### config.mk
export PLATFORM = sky130hd
export DESIGN_NAME = contiguous_chunk_ring_allocator_unit_flat
export DESIGN_NICKNAME = d
export VERILOG_FILES = /design/src/rtl/ccra_pkg.sv /design/src/rtl/ccra_if.sv /design/src/rtl/ccra_ctrl.sv /design/src/rtl/ccra_datapath.sv /design/src/rtl/contiguous_chunk_ring_allocator_unit.sv /design/src/flat_wrapper.sv
export SDC_FILE = /design/constraint.sdc
export NUM_CORES = 1
export LEC_CHECK = 0
export ABC_AREA = 1
export BUFFER_PORTS_ARGS = -buffer_cell sky130_fd_sc_hd__buf_4
export CELL_PAD_IN_SITES_DETAIL_PLACEMENT = 1
export CELL_PAD_IN_SITES_GLOBAL_PLACEMENT = 1
export CORE_MARGIN = 4
export CORE_UTILIZATION = 42
export CTS_CLUSTER_SIZE = 8
export DETAILED_ROUTE_END_ITERATION = 16
export PLACE_DENSITY = 0.84
export SYNTH_ARGS = -nofsm -noshare
export SYNTH_HDL_FRONTEND = slang
export SYNTH_SLANG_ARGS = --single-unit
### constraint.sdc
create_clock -name i_clk -period 5.4 [get_ports i_clk]
set_input_delay 1.08 -clock i_clk [delete_from_list [all_inputs] [get_ports i_clk]]
set_output_delay 1.08 -clock i_clk [all_outputs]
set_load 0.01 [all_outputs]
### src/rtl/ccra_pkg.sv
package ccra_pkg;

    // Fixed field widths of the request, result and capacity register.
    localparam int LEN_W  = 12;
    localparam int OFF_W  = 12;
    localparam int CAP_W  = 12;
    localparam int MODE_W = 2;

    localparam logic [CAP_W-1:0] CAP_RESET = 12'd4095;
    localparam int DEF_RING_BYTES = 4096;

    // Request codes.
    localparam logic [MODE_W-1:0] MODE_PUSH    = 2'd0;
    localparam logic [MODE_W-1:0] MODE_POP     = 2'd1;
    localparam logic [MODE_W-1:0] MODE_DISCARD = 2'd2;

    typedef enum logic [1:0] {
        ST_IDLE,
        ST_CALC,
        ST_SEND
    } t_state;

    // Commands from the controller to the datapath.
    typedef struct packed {
        logic capture;
        logic execute;
    } t_cmd;

endpackage

### src/rtl/ccra_if.sv
interface ccra_req_if;
    import ccra_pkg::*;
    logic              valid;
    logic              ready;
    logic [MODE_W-1:0] mode;
    logic [LEN_W-1:0]  length;

    modport source (output valid, output mode, output length, input ready);
    modport sink   (input valid, input mode, input length, output ready);
endinterface

interface ccra_rsp_if;
    import ccra_pkg::*;
    logic             valid;
    logic             ready;
    logic             ok;
    logic [OFF_W-1:0] offset;

    modport source (output valid, output ok, output offset, input ready);
    modport sink   (input valid, input ok, input offset, output ready);
endinterface

### src/rtl/ccra_ctrl.sv
module ccra_ctrl (
    input  logic           i_clk,
    input  logic           i_rst_n,
    input  logic           i_in_valid,
    output logic           o_in_ready,
    output logic           o_out_valid,
    input  logic           i_out_ready,
    output ccra_pkg::t_cmd o_cmd
);
    import ccra_pkg::*;

    t_state r_state;
    t_state n_state;

    always_ff @(posedge i_clk) begin
        if (!i_rst_n) begin
            r_state <= ST_IDLE;
        end else begin
            r_state <= n_state;
        end
    end

    always_comb begin
        n_state       = r_state;
        o_in_ready    = 1'b0;
        o_out_valid   = 1'b0;
        o_cmd.capture = 1'b0;
        o_cmd.execute = 1'b0;
        case (r_state)
            ST_IDLE: begin
                o_in_ready = 1'b1;
                if (i_in_valid) begin
                    o_cmd.capture = 1'b1;
                    n_state       = ST_CALC;
                end
            end
            ST_CALC: begin
                o_cmd.execute = 1'b1;
                n_state       = ST_SEND;
            end
            ST_SEND: begin
                o_out_valid = 1'b1;
                if (i_out_ready) begin
                    n_state = ST_IDLE;
                end
            end
            default: begin
                n_state = ST_IDLE;
            end
        endcase
    end

endmodule

### src/rtl/ccra_datapath.sv
module ccra_datapath #(
    parameter int RING_BYTES = ccra_pkg::DEF_RING_BYTES
) (
    input  logic                        i_clk,
    input  logic                        i_rst_n,
    input  logic                        i_cfg_wr_en,
    input  logic [ccra_pkg::CAP_W-1:0]  i_cfg_wr_data,
    input  logic [ccra_pkg::MODE_W-1:0] i_mode,
    input  logic [ccra_pkg::LEN_W-1:0]  i_length,
    input  ccra_pkg::t_cmd              i_cmd,
    output logic                        o_ok,
    output logic [ccra_pkg::OFF_W-1:0]  o_offset
);
    import ccra_pkg::*;

    // Marks must hold the full ring span, which reaches RING_BYTES.
    localparam int MW = $clog2(RING_BYTES + 1);
    localparam int CW = (MW > LEN_W) ? MW : LEN_W;
    localparam logic [CW-1:0] CAP_LIM = CW'(RING_BYTES - 1);

    function automatic logic [CW-1:0] span_of(input logic [CAP_W-1:0] cap);
        logic [CW-1:0] c;
        c = CW'(cap);
        if (c > CAP_LIM) begin
            c = CAP_LIM;
        end
        return c + CW'(1);
    endfunction

    logic [MW-1:0]     r_wm, r_rm, r_em;
    logic [CAP_W-1:0]  r_cap;
    logic [MODE_W-1:0] r_mode;
    logic [LEN_W-1:0]  r_len;
    logic              r_ok;
    logic [OFF_W-1:0]  r_off;

    logic [CW-1:0] w, r, e, l, span, r1, e1, avail, rnext, off;
    logic [CW-1:0] n_w, n_r, n_e;
    logic          n_ok;

    always_comb begin
        w     = CW'(r_wm);
        r     = CW'(r_rm);
        e     = CW'(r_em);
        l     = CW'(r_len);
        span  = span_of(r_cap);
        n_w   = w;
        n_r   = r;
        n_e   = e;
        n_ok  = 1'b0;
        off   = '0;
        r1    = r;
        e1    = e;
        avail = '0;
        rnext = '0;
        case (r_mode)
            MODE_PUSH: begin
                if (w >= r) begin
                    if ((e - w) < l) begin
                        if (r > l) begin
                            n_ok = 1'b1;
                            n_e  = w;
                            off  = '0;
                            n_w  = l;
                        end
                    end else begin
                        n_ok = 1'b1;
                        off  = w;
                        n_w  = w + l;
                    end
                end else if ((r - w) > l) begin
                    n_ok = 1'b1;
                    off  = w;
                    n_w  = w + l;
                end
            end
            MODE_POP, MODE_DISCARD: begin
                // A read mark parked on the end mark wraps first, even if refused.
                if ((w < r) && (r == e)) begin
                    r1 = '0;
                    e1 = span;
                end
                n_r   = r1;
                n_e   = e1;
                avail = (w > r1) ? (w - r1) : (e1 - r1);
                rnext = r1 + l;
                if ((w != r1) && (l <= avail)) begin
                    n_ok = 1'b1;
                    off  = r1;
                    n_r  = rnext;
                    if (rnext == e1) begin
                        if (w == e1) begin
                            n_w = '0;
                        end
                        n_r = '0;
                        n_e = span;
                    end
                end
            end
            default: begin
                n_ok = 1'b0;
            end
        endcase
    end

    always_ff @(posedge i_clk) begin
        if (!i_rst_n) begin
            r_cap <= CAP_RESET;
            r_wm  <= '0;
            r_rm  <= '0;
            r_em  <= MW'(span_of(CAP_RESET));
        end else if (i_cfg_wr_en) begin
            r_cap <= i_cfg_wr_data;
            r_wm  <= '0;
            r_rm  <= '0;
            r_em  <= MW'(span_of(i_cfg_wr_data));
        end else if (i_cmd.execute) begin
            r_wm <= n_w[MW-1:0];
            r_rm <= n_r[MW-1:0];
            r_em <= n_e[MW-1:0];
        end
    end

    always_ff @(posedge i_clk) begin
        if (i_cmd.capture) begin
            r_mode <= i_mode;
            r_len  <= i_length;
        end
        if (i_cmd.execute) begin
            r_ok  <= n_ok;
            r_off <= off[OFF_W-1:0];
        end
    end

    assign o_ok     = r_ok;
    assign o_offset = r_off;

endmodule

### src/rtl/contiguous_chunk_ring_allocator_unit.sv
// Channel   Direction  Beat contents
// i_req     in         mode (push, pop, discard), length in bytes
// o_rsp     out        ok flag, start offset of the chunk in ring memory
// i_cfg_*   in         capacity write (usable ring bytes minus one), no read-back
//
// Each request passes through capture of the beat, the mark update in
// the datapath, and presentation of the result to the output channel.
// The result stays on o_rsp until it is taken; a stalled sink holds off
// the next request, since the marks are updated one request at a time.
// Reset (synchronous, active low) sets capacity to 4095 and resets the
// marks; a capacity write re-initializes the marks in the same way.
module contiguous_chunk_ring_allocator_unit #(
    parameter int RING_BYTES = ccra_pkg::DEF_RING_BYTES
) (
    input  logic                       i_clk,
    input  logic                       i_rst_n,
    input  logic                       i_cfg_wr_en,
    input  logic [ccra_pkg::CAP_W-1:0] i_cfg_wr_data,
    ccra_req_if.sink                   i_req,
    ccra_rsp_if.source                 o_rsp
);
    import ccra_pkg::*;

    t_cmd cmd;

    // The controller sequences capture, update and result delivery.
    ccra_ctrl u_ctrl (
        .i_clk       (i_clk),
        .i_rst_n     (i_rst_n),
        .i_in_valid  (i_req.valid),
        .o_in_ready  (i_req.ready),
        .o_out_valid (o_rsp.valid),
        .i_out_ready (o_rsp.ready),
        .o_cmd       (cmd)
    );

    // The datapath owns the capacity register, the three marks and the
    // result register that feeds the output channel directly.
    ccra_datapath #(
        .RING_BYTES (RING_BYTES)
    ) u_datapath (
        .i_clk         (i_clk),
        .i_rst_n       (i_rst_n),
        .i_cfg_wr_en   (i_cfg_wr_en),
        .i_cfg_wr_data (i_cfg_wr_data),
        .i_mode        (i_req.mode),
        .i_length      (i_req.length),
        .i_cmd         (cmd),
        .o_ok          (o_rsp.ok),
        .o_offset      (o_rsp.offset)
    );

    // A result is never pending while a new request can be taken.
    a_no_overlap: assert property (@(posedge i_clk) disable iff (!i_rst_n)
        !(o_rsp.valid && i_req.ready))
        else $error("request ready while a result is pending");

    // After a request beat, no further request is taken in the next cycle.
    a_one_in_flight: assert property (@(posedge i_clk) disable iff (!i_rst_n)
        (i_req.valid && i_req.ready) |=> !i_req.ready)
        else $error("second request taken while one is in flight");

    // A refused request reports offset zero.
    a_refused_offset: assert property (@(posedge i_clk) disable iff (!i_rst_n)
        (o_rsp.valid && !o_rsp.ok) |-> (o_rsp.offset == '0))
        else $error("refused request with nonzero offset");

    // A result beat is followed by readiness for the next request.
    a_return_idle: assert property (@(posedge i_clk) disable iff (!i_rst_n)
        (o_rsp.valid && o_rsp.ready) |=> i_req.ready)
        else $error("controller did not return to idle after a result");

endmodule

### src/flat_wrapper.sv
// flat-port wrapper written by rule: the top's interface ports become plain ports
module contiguous_chunk_ring_allocator_unit_flat import ccra_pkg::*;
#(
    parameter int RING_BYTES = ccra_pkg::DEF_RING_BYTES
)
  (i_clk, i_rst_n, i_cfg_wr_en, i_cfg_wr_data, i_req_valid, i_req_mode, i_req_length, i_req_ready, o_rsp_valid, o_rsp_ok, o_rsp_offset, o_rsp_ready);
  ccra_req_if i_req_i ();
  ccra_rsp_if o_rsp_i ();
  input  logic i_clk;
  input  logic i_rst_n;
  input  logic i_cfg_wr_en;
  input  logic [ccra_pkg::CAP_W-1:0] i_cfg_wr_data;
  input wire logic [$bits(i_req_i.valid)-1:0] i_req_valid;
  input wire logic [$bits(i_req_i.mode)-1:0] i_req_mode;
  input wire logic [$bits(i_req_i.length)-1:0] i_req_length;
  output wire logic [$bits(i_req_i.ready)-1:0] i_req_ready;
  output wire logic [$bits(o_rsp_i.valid)-1:0] o_rsp_valid;
  output wire logic [$bits(o_rsp_i.ok)-1:0] o_rsp_ok;
  output wire logic [$bits(o_rsp_i.offset)-1:0] o_rsp_offset;
  input wire logic [$bits(o_rsp_i.ready)-1:0] o_rsp_ready;
  assign i_req_i.valid = i_req_valid;
  assign i_req_i.mode = i_req_mode;
  assign i_req_i.length = i_req_length;
  assign i_req_ready = i_req_i.ready;
  assign o_rsp_valid = o_rsp_i.valid;
  assign o_rsp_ok = o_rsp_i.ok;
  assign o_rsp_offset = o_rsp_i.offset;
  assign o_rsp_i.ready = o_rsp_ready;
  contiguous_chunk_ring_allocator_unit #(.RING_BYTES(RING_BYTES)) u_core (.i_clk(i_clk), .i_rst_n(i_rst_n), .i_cfg_wr_en(i_cfg_wr_en), .i_cfg_wr_data(i_cfg_wr_data), .i_req(i_req_i), .o_rsp(o_rsp_i));
endmodule
[Yosys cells after proc, flatten, opt, wreduce, memory -nomap -nowiden]
Cells that the tools add are included.
Storage, ports and cells
  register bits: 80
  bits of input ports: 31
  output and inout port bits: 15
  logic and storage cells: 98
Cells by class
  add/sub/neg operators: 8
  $lt $le $gt $ge: 7
  eq/ne operators: 18
  multiplexer cells: 42
  bitwise gates (word level): 1
  reductions and logical operators: 13
Operators with widths (number)
  2-to-1 mux 13 bit: 21
  case mux 13 bit (2 select lines): 2
  subtractor 13 bit: 4
  2-to-1 mux 12 bit: 4
  == test 13 bit: 3
  adder 12 x 1 -> 13 bit, second input constant: 2
  adder 13 x 12 -> 13 bit: 2
  greater-than comparator 13 x 12 -> 1 bit: 2
  case mux 12 bit (2 select lines): 1
  >= comparator 13 bit: 1
  greater-than comparator 13 bit: 1
  <= comparator 12 x 13 -> 1 bit: 1
  less-than comparator 13 x 12 -> 1 bit: 1
  less-than comparator 13 bit: 1
  != test 13 bit: 1
  != test 3 bit, second input constant: 4
  2-to-1 mux 1 bit: 10
  != test 2 bit, second input constant: 5
  AND reduction 7 bit: 1
  case mux 2 bit (3 select lines): 1
  AND reduction 5 bit: 1
  == test 2 x 1 -> 1 bit, second input constant: 2
  == test 2 bit, second input constant: 2
  zero test 2 bit: 2
  9 further kinds: 14

[Depth between registers and ports, before layout]
  depth in word-level cells: 12
  depth in mapped cells: 47
  depth with buffers taken out: 44

[Modules after synthesis]
Synthesis repeated with hierarchy kept, for this count alone.
Second synthesis, totals
  cells, all modules: 1485
  area, all modules: 9656.8 µm²
By module, submodules not included
  ccra_datapath: instances 1, cells each 1469, area an instance 9551.7 µm², sequential area each 1831.8 µm²
  ccra_ctrl: instances 1, cells each 16, area an instance 105.1 µm², sequential area each 40.0 µm²

[Least setup slack after synthesis]
No wires, ideal clock.
  path type: register -> register
  start point: register u_core.u_datapath.r_wm[1]
  end point: register u_core.u_datapath.r_wm[6]
  arrival time: 5.709 ns
  path slack: -0.422 ns
  stages on the path, launching flop included: 45
  clock period less this slack: 5.822 ns
  cell sequence: dfxtp_1 > inv_1 > ha_1 > nand2_1 > nor2_1 > nand2_1 > nand3_1 > nand2_1 > nand2_1 > nand3_4 > inv_4 > buf_4 > nor2_1 > inv_1 > ha_1 > nand3_1 > nand2_1 > a21oi_1 > [... 9 more ...] > nand2_1 > o21bai_1 > nand4_1 > nand3_1 > a21boi_0 > o21ai_0 > nor2_1 > nand2_2 > nand2_4 > clkinv_2 > nand4_4 > inv_4 > nand2_2 > nand2_2 > nand2_2 > buf_6 > o21ai_1 > nor2_1
On the way
  word-level cells in the longest chain between the ends: 10
Ends and longest elaborated chain
  from (decl): RTL line ccra_datapath.sv:30  | logic [MW-1:0] r_wm, r_rm, r_em;
  from (signal assigned): RTL line ccra_datapath.sv:118  | r_wm <= n_w[MW-1:0];
  less-than comparator 13 bit: RTL line ccra_datapath.sv:79  | if ((w < r) && (r == e)) begin
  logical AND 1 bit: RTL line ccra_datapath.sv:79
  2-to-1 mux 13 bit: RTL line ccra_datapath.sv:79
  2-to-1 mux 13 bit: RTL line ccra_datapath.sv:56  | case (r_mode)
  subtractor 13 bit or greater-than comparator 13 bit (tied branches): RTL line ccra_datapath.sv:85  | avail = (w > r1) ? (w - r1) : (e1 - r1);
  2-to-1 mux 13 bit: RTL line ccra_datapath.sv:85
  <= comparator 12 x 13 -> 1 bit: RTL line ccra_datapath.sv:87  | if ((w != r1) && (l <= avail)) begin
  logical AND 1 bit: RTL line ccra_datapath.sv:87
  != test 2 bit (no line)
  AND reduction 7 bit (no line)
Several ways; a longest one is shown, not always the timed one. The select of a mux whose other input is x is not followed.
A chain may end at the register's enable or synchronous reset.

[Worst setup path after layout]
  start point: register u_core.u_datapath.r_rm[7], in the netlist u_core.u_datapath.r[7]
  end point: register u_core.u_datapath.r_rm[8], in the netlist u_core.u_datapath.r[8]
On the way
  word-level cells in the longest chain between the ends: 9
Ends and longest elaborated chain
  from (decl): RTL line ccra_datapath.sv:30
  from (signal assigned): RTL line ccra_datapath.sv:119  | r_rm <= n_r[MW-1:0];
  less-than comparator 13 bit or == test 13 bit (tied branches): RTL line ccra_datapath.sv:79
  logical AND 1 bit: RTL line ccra_datapath.sv:79
  2-to-1 mux 13 bit: RTL line ccra_datapath.sv:79
  2-to-1 mux 13 bit: RTL line ccra_datapath.sv:56
  subtractor 13 bit or greater-than comparator 13 bit (tied branches): RTL line ccra_datapath.sv:85
  2-to-1 mux 13 bit: RTL line ccra_datapath.sv:85
  <= comparator 12 x 13 -> 1 bit: RTL line ccra_datapath.sv:87
  logical AND 1 bit: RTL line ccra_datapath.sv:87
  2-to-1 mux 13 bit *: RTL line ccra_datapath.sv:87
Mark *: on every way between the ends. The rest lies on a longest branch, timed or not. The select of a mux whose other input is x is not followed.

==> impl_metrics.json <==
{
  "arrival_ps": 6640,
  "slew_headroom": 0.314,
  "worstPathMaxFanout": 8,
  "tightest_slew_ps": 1030,
  "ys_warn_count": 0,
  "synth_ff_type": "dfxtp_1",
  "synth-edff-count": 27,
  "final_antenna_net_count": 0,
  "gr-usage-all-layers": 0.352,
  "synth_area_leaders": "ha_1, nand2_1, dfxtp_1",
  "wirelength_um": 58500,
  "highest_layer": "met5",
  "via_per_inst": 6.54,
  "crit_start": "u_core.u_datapath.r[7]$_SDFFE_PP0P_",
  "synthesis.area_sq_mm": 0.00957,
  "clockBufferDepth": 2,
  "antenna_found_initial": 1,
  "cts_inserted_buffers": 9,
  "fin_skew_ps": 31.4,
  "synthCells": 1428,
  "cts_tree": "done",
  "synth_top_cell_by_area": "ha_1",
  "slew_viol_final": 0,
  "avgSynthCellArea_sq_um": 6.70,
  "io_buffers": 45,
  "min_from": "u_core.u_datapath.r_cap[1]$_SDFFE_PN1P_",
  "powerDensity_mw_per_mm2": 257,
  "diodes": 0,
  "place_area_sq_mm": 0.0116,
  "crit_type": "flop to flop",
  "finalCriticalPeriod_ps": 6390,
  "pwr-share-comb": 0.588,
  "rsz0062_at_grt": "true",
  "ir_drop_mv": 0.148,
  "htreeDepth": 3,
  "p_leak_uw": 0.00665,
  "clock_sinks": 80,
  "coreArea_sq_mm": 0.0221,
  "internal_power_uw": 1820,
  "root_buffer": "clkbuf_16",
  "drt-wirelength-per-cell_um": 29.8,
  "cts.reportedPaths.clkPinSlew_ps": 100,
  "timing.final.crit_share": 1.18,
  "ioPinCount": 46,
  "core.rowCount": 54,
  "cap_viol_max_count": 0,
  "synth_cell_types": 60,
  "layout_commonest_cell": "nand2_1",
  "fmax_mhz": 156,
  "power_frac_clock": 0.207,
  "synth_top_area_share": 0.161,
  "firstDrtPassIters": 6,
  "final_area_sq_mm": 0.0135,
  "nets": 1837,
  "final_cell_mix": "nand2_1, buf_4, inv_1",
  "clk-insertion-delay-late_ps": 390,
  "gp_congestion": 1.03,
  "dpl_worst_slack_ps": -500,
  "worstPathRequired_ps": 5650,
  "drive_gt1_frac": 0.328,
  "met3_length_um": 6720,
  "die_h_um": 159,
  "net-switching-power_uw": 1630,
  "seq_power_share": 0.206,
  "worst_path_max_delay_cell": "dfxtp_2",
  "startpoint_type": "flop",
  "hold_violations": 0,
  "reg2reg_from": "u_core.u_datapath.r[7]$_SDFFE_PP0P_",
  "max_stage_delay_ps": 510,
  "synth-seq-cells": 80,
  "grt_pass1_vias": 12000,
  "grt-ovfl-total": 0,
  "drt-met1-wl_um": 20200,
  "fill_cells": 2772,
  "dieWidth_um": 159,
  "setup_viol": 52,
  "hpwl_um": 34000,
  "grt_start_max_net_pins": 32,
  "ys_seq_area_frac": 0.196,
  "grt_first_pass_wirelength_um": 69700,
  "cp-end-kind": "flop",
  "violations": "setup timing",
  "outcome": "complete, but fails checks",
  "vias": 12800,
  "path_common_cell": "nand2_4",
  "remaining_drc_errors": 0,
  "synthToLayoutAreaGrowth_pct": 40.7,
  "routed-wl-met2_um": 24700,
  "postLayoutSetupSlackWorst_ps": -993,
  "switching_share": 0.473,
  "dieArea_sq_mm": 0.0253,
  "synthArstFlopShare": 0,
  "syn_nets": 1588,
  "hold_class": "flop to flop",
  "drt_iter0_drc": 1497,
  "start_util": 0.433
}
[cell type report]
class,instances,area [sq um],area share
sequential,80,1900,0.141
multi-input combinational,1124,7910,0.587
clock buffer,10,239,0.0178
timing repair buffer,266,2220,0.165
tap,280,350,0.0260
timing repair inverter,2,15.0,0.00112
clock inverter,6,72.6,0.00539
inverter,194,759,0.0564
[worst max-delay path, delay by kind of cell, from the launching register on]
family	cells	cell delay (ps)
AOI/OAI and AO/OA	9	1520
adders and majority gates	3	930
buffers and inverters	8	940
DFF	1	510
and+or+nand+nor	19	2320
[cells by family after synthesis]
| kind of cell | count (synthesis) | share of synthesized area |
|---|---|---|
| flip-flops | 80 | 0.196 |
| buffers and inverters | 224 | 0.0922 |
| adder cells (fa/ha/maj) | 129 | 0.173 |
| XOR/XNOR | 80 | 0.0748 |
| AND/OR/NAND/NOR | 609 | 0.281 |
| AO/OA/AOI/OAI | 304 | 0.181 |
| multiplexers | 2 | 0.00209 |
[what timing repair did]
item                                    CTS  global route
gates cloned                              4             2
buffers inserted                          5            38
gates resized for setup                 101           196
hold buffers                              0             0
endpoints found under the setup margin   52            52
pin swaps                                24            99
[state kept, by name, indices dropped and copies added (netlist names)]
name	count
u_core.u_ctrl.r_state	2
u_core.u_datapath.e	13
u_core.u_datapath.o_offset	12
u_core.u_datapath.o_ok	1
u_core.u_datapath.r	13
u_core.u_datapath.r_cap	12
u_core.u_datapath.r_len	12
u_core.u_datapath.r_mode	2
u_core.u_datapath.r_wm	13
[layer usage]
| layer | up-vias | global-route usage |
|---|---|---|
| li1 | 5277 | - |
| met3 | 487 | 0.0647 |
| met2 | 1018 | 0.566 |
| met1 | 6051 | 0.444 |
| met5 | - | 0 |
| met4 | 2 | 0.205 |
[cell usage after synthesis, types with 21 or more instances]
cell	n
o21ai_0	76
a21oi_1	143
clkbuf_1	23
nor2_1	110
edfxtp_1	27
nand4_1	21
inv_1	186
ha_1	123
dfxtp_1	53
nand3_1	82
nand2_1	327
xor2_1	61
[worst paths after layout]
kind              slack (ps)                                       to  cells after the start
setup / recovery        -990      u_core.u_datapath.r[8]$_SDFFE_PP0P_                     39
hold reg to reg          490  u_core.u_datapath.r_cap[1]$_SDFFE_PN1P_                      2
hold / removal           490  u_core.u_datapath.r_cap[1]$_SDFFE_PN1P_                      2
setup reg to reg        -990      u_core.u_datapath.r[8]$_SDFFE_PP0P_                     39
[per-stage QoR]
stage                     hold slack [ps]  setup TNS, ps  utilization  std cells  power (uW)
final                                 491         -36050        0.609       1962        3450
after global routing                  534         -44960        0.609       1962        3570
after CTS                             499              0        0.563       1924        2960
after detailed placement              491         -19980        0.524       1899        2180
after global placement                481          -7630        0.524       1899        2110
after floorplan                       455              0            -       1428        1600
[power by group through the flow]
stage / sequential [uW] / combinational, uW / clock, uW
after floorplan: 700 / 899 / 0
after global placement: 711 / 1400 / 0
after detailed placement: 713 / 1460 / 0
after CTS: 701 / 1580 / 684
after global routing: 709 / 2130 / 729
final: 710 / 2030 / 713
Note: power is estimated with default switching activity, not from simulation.
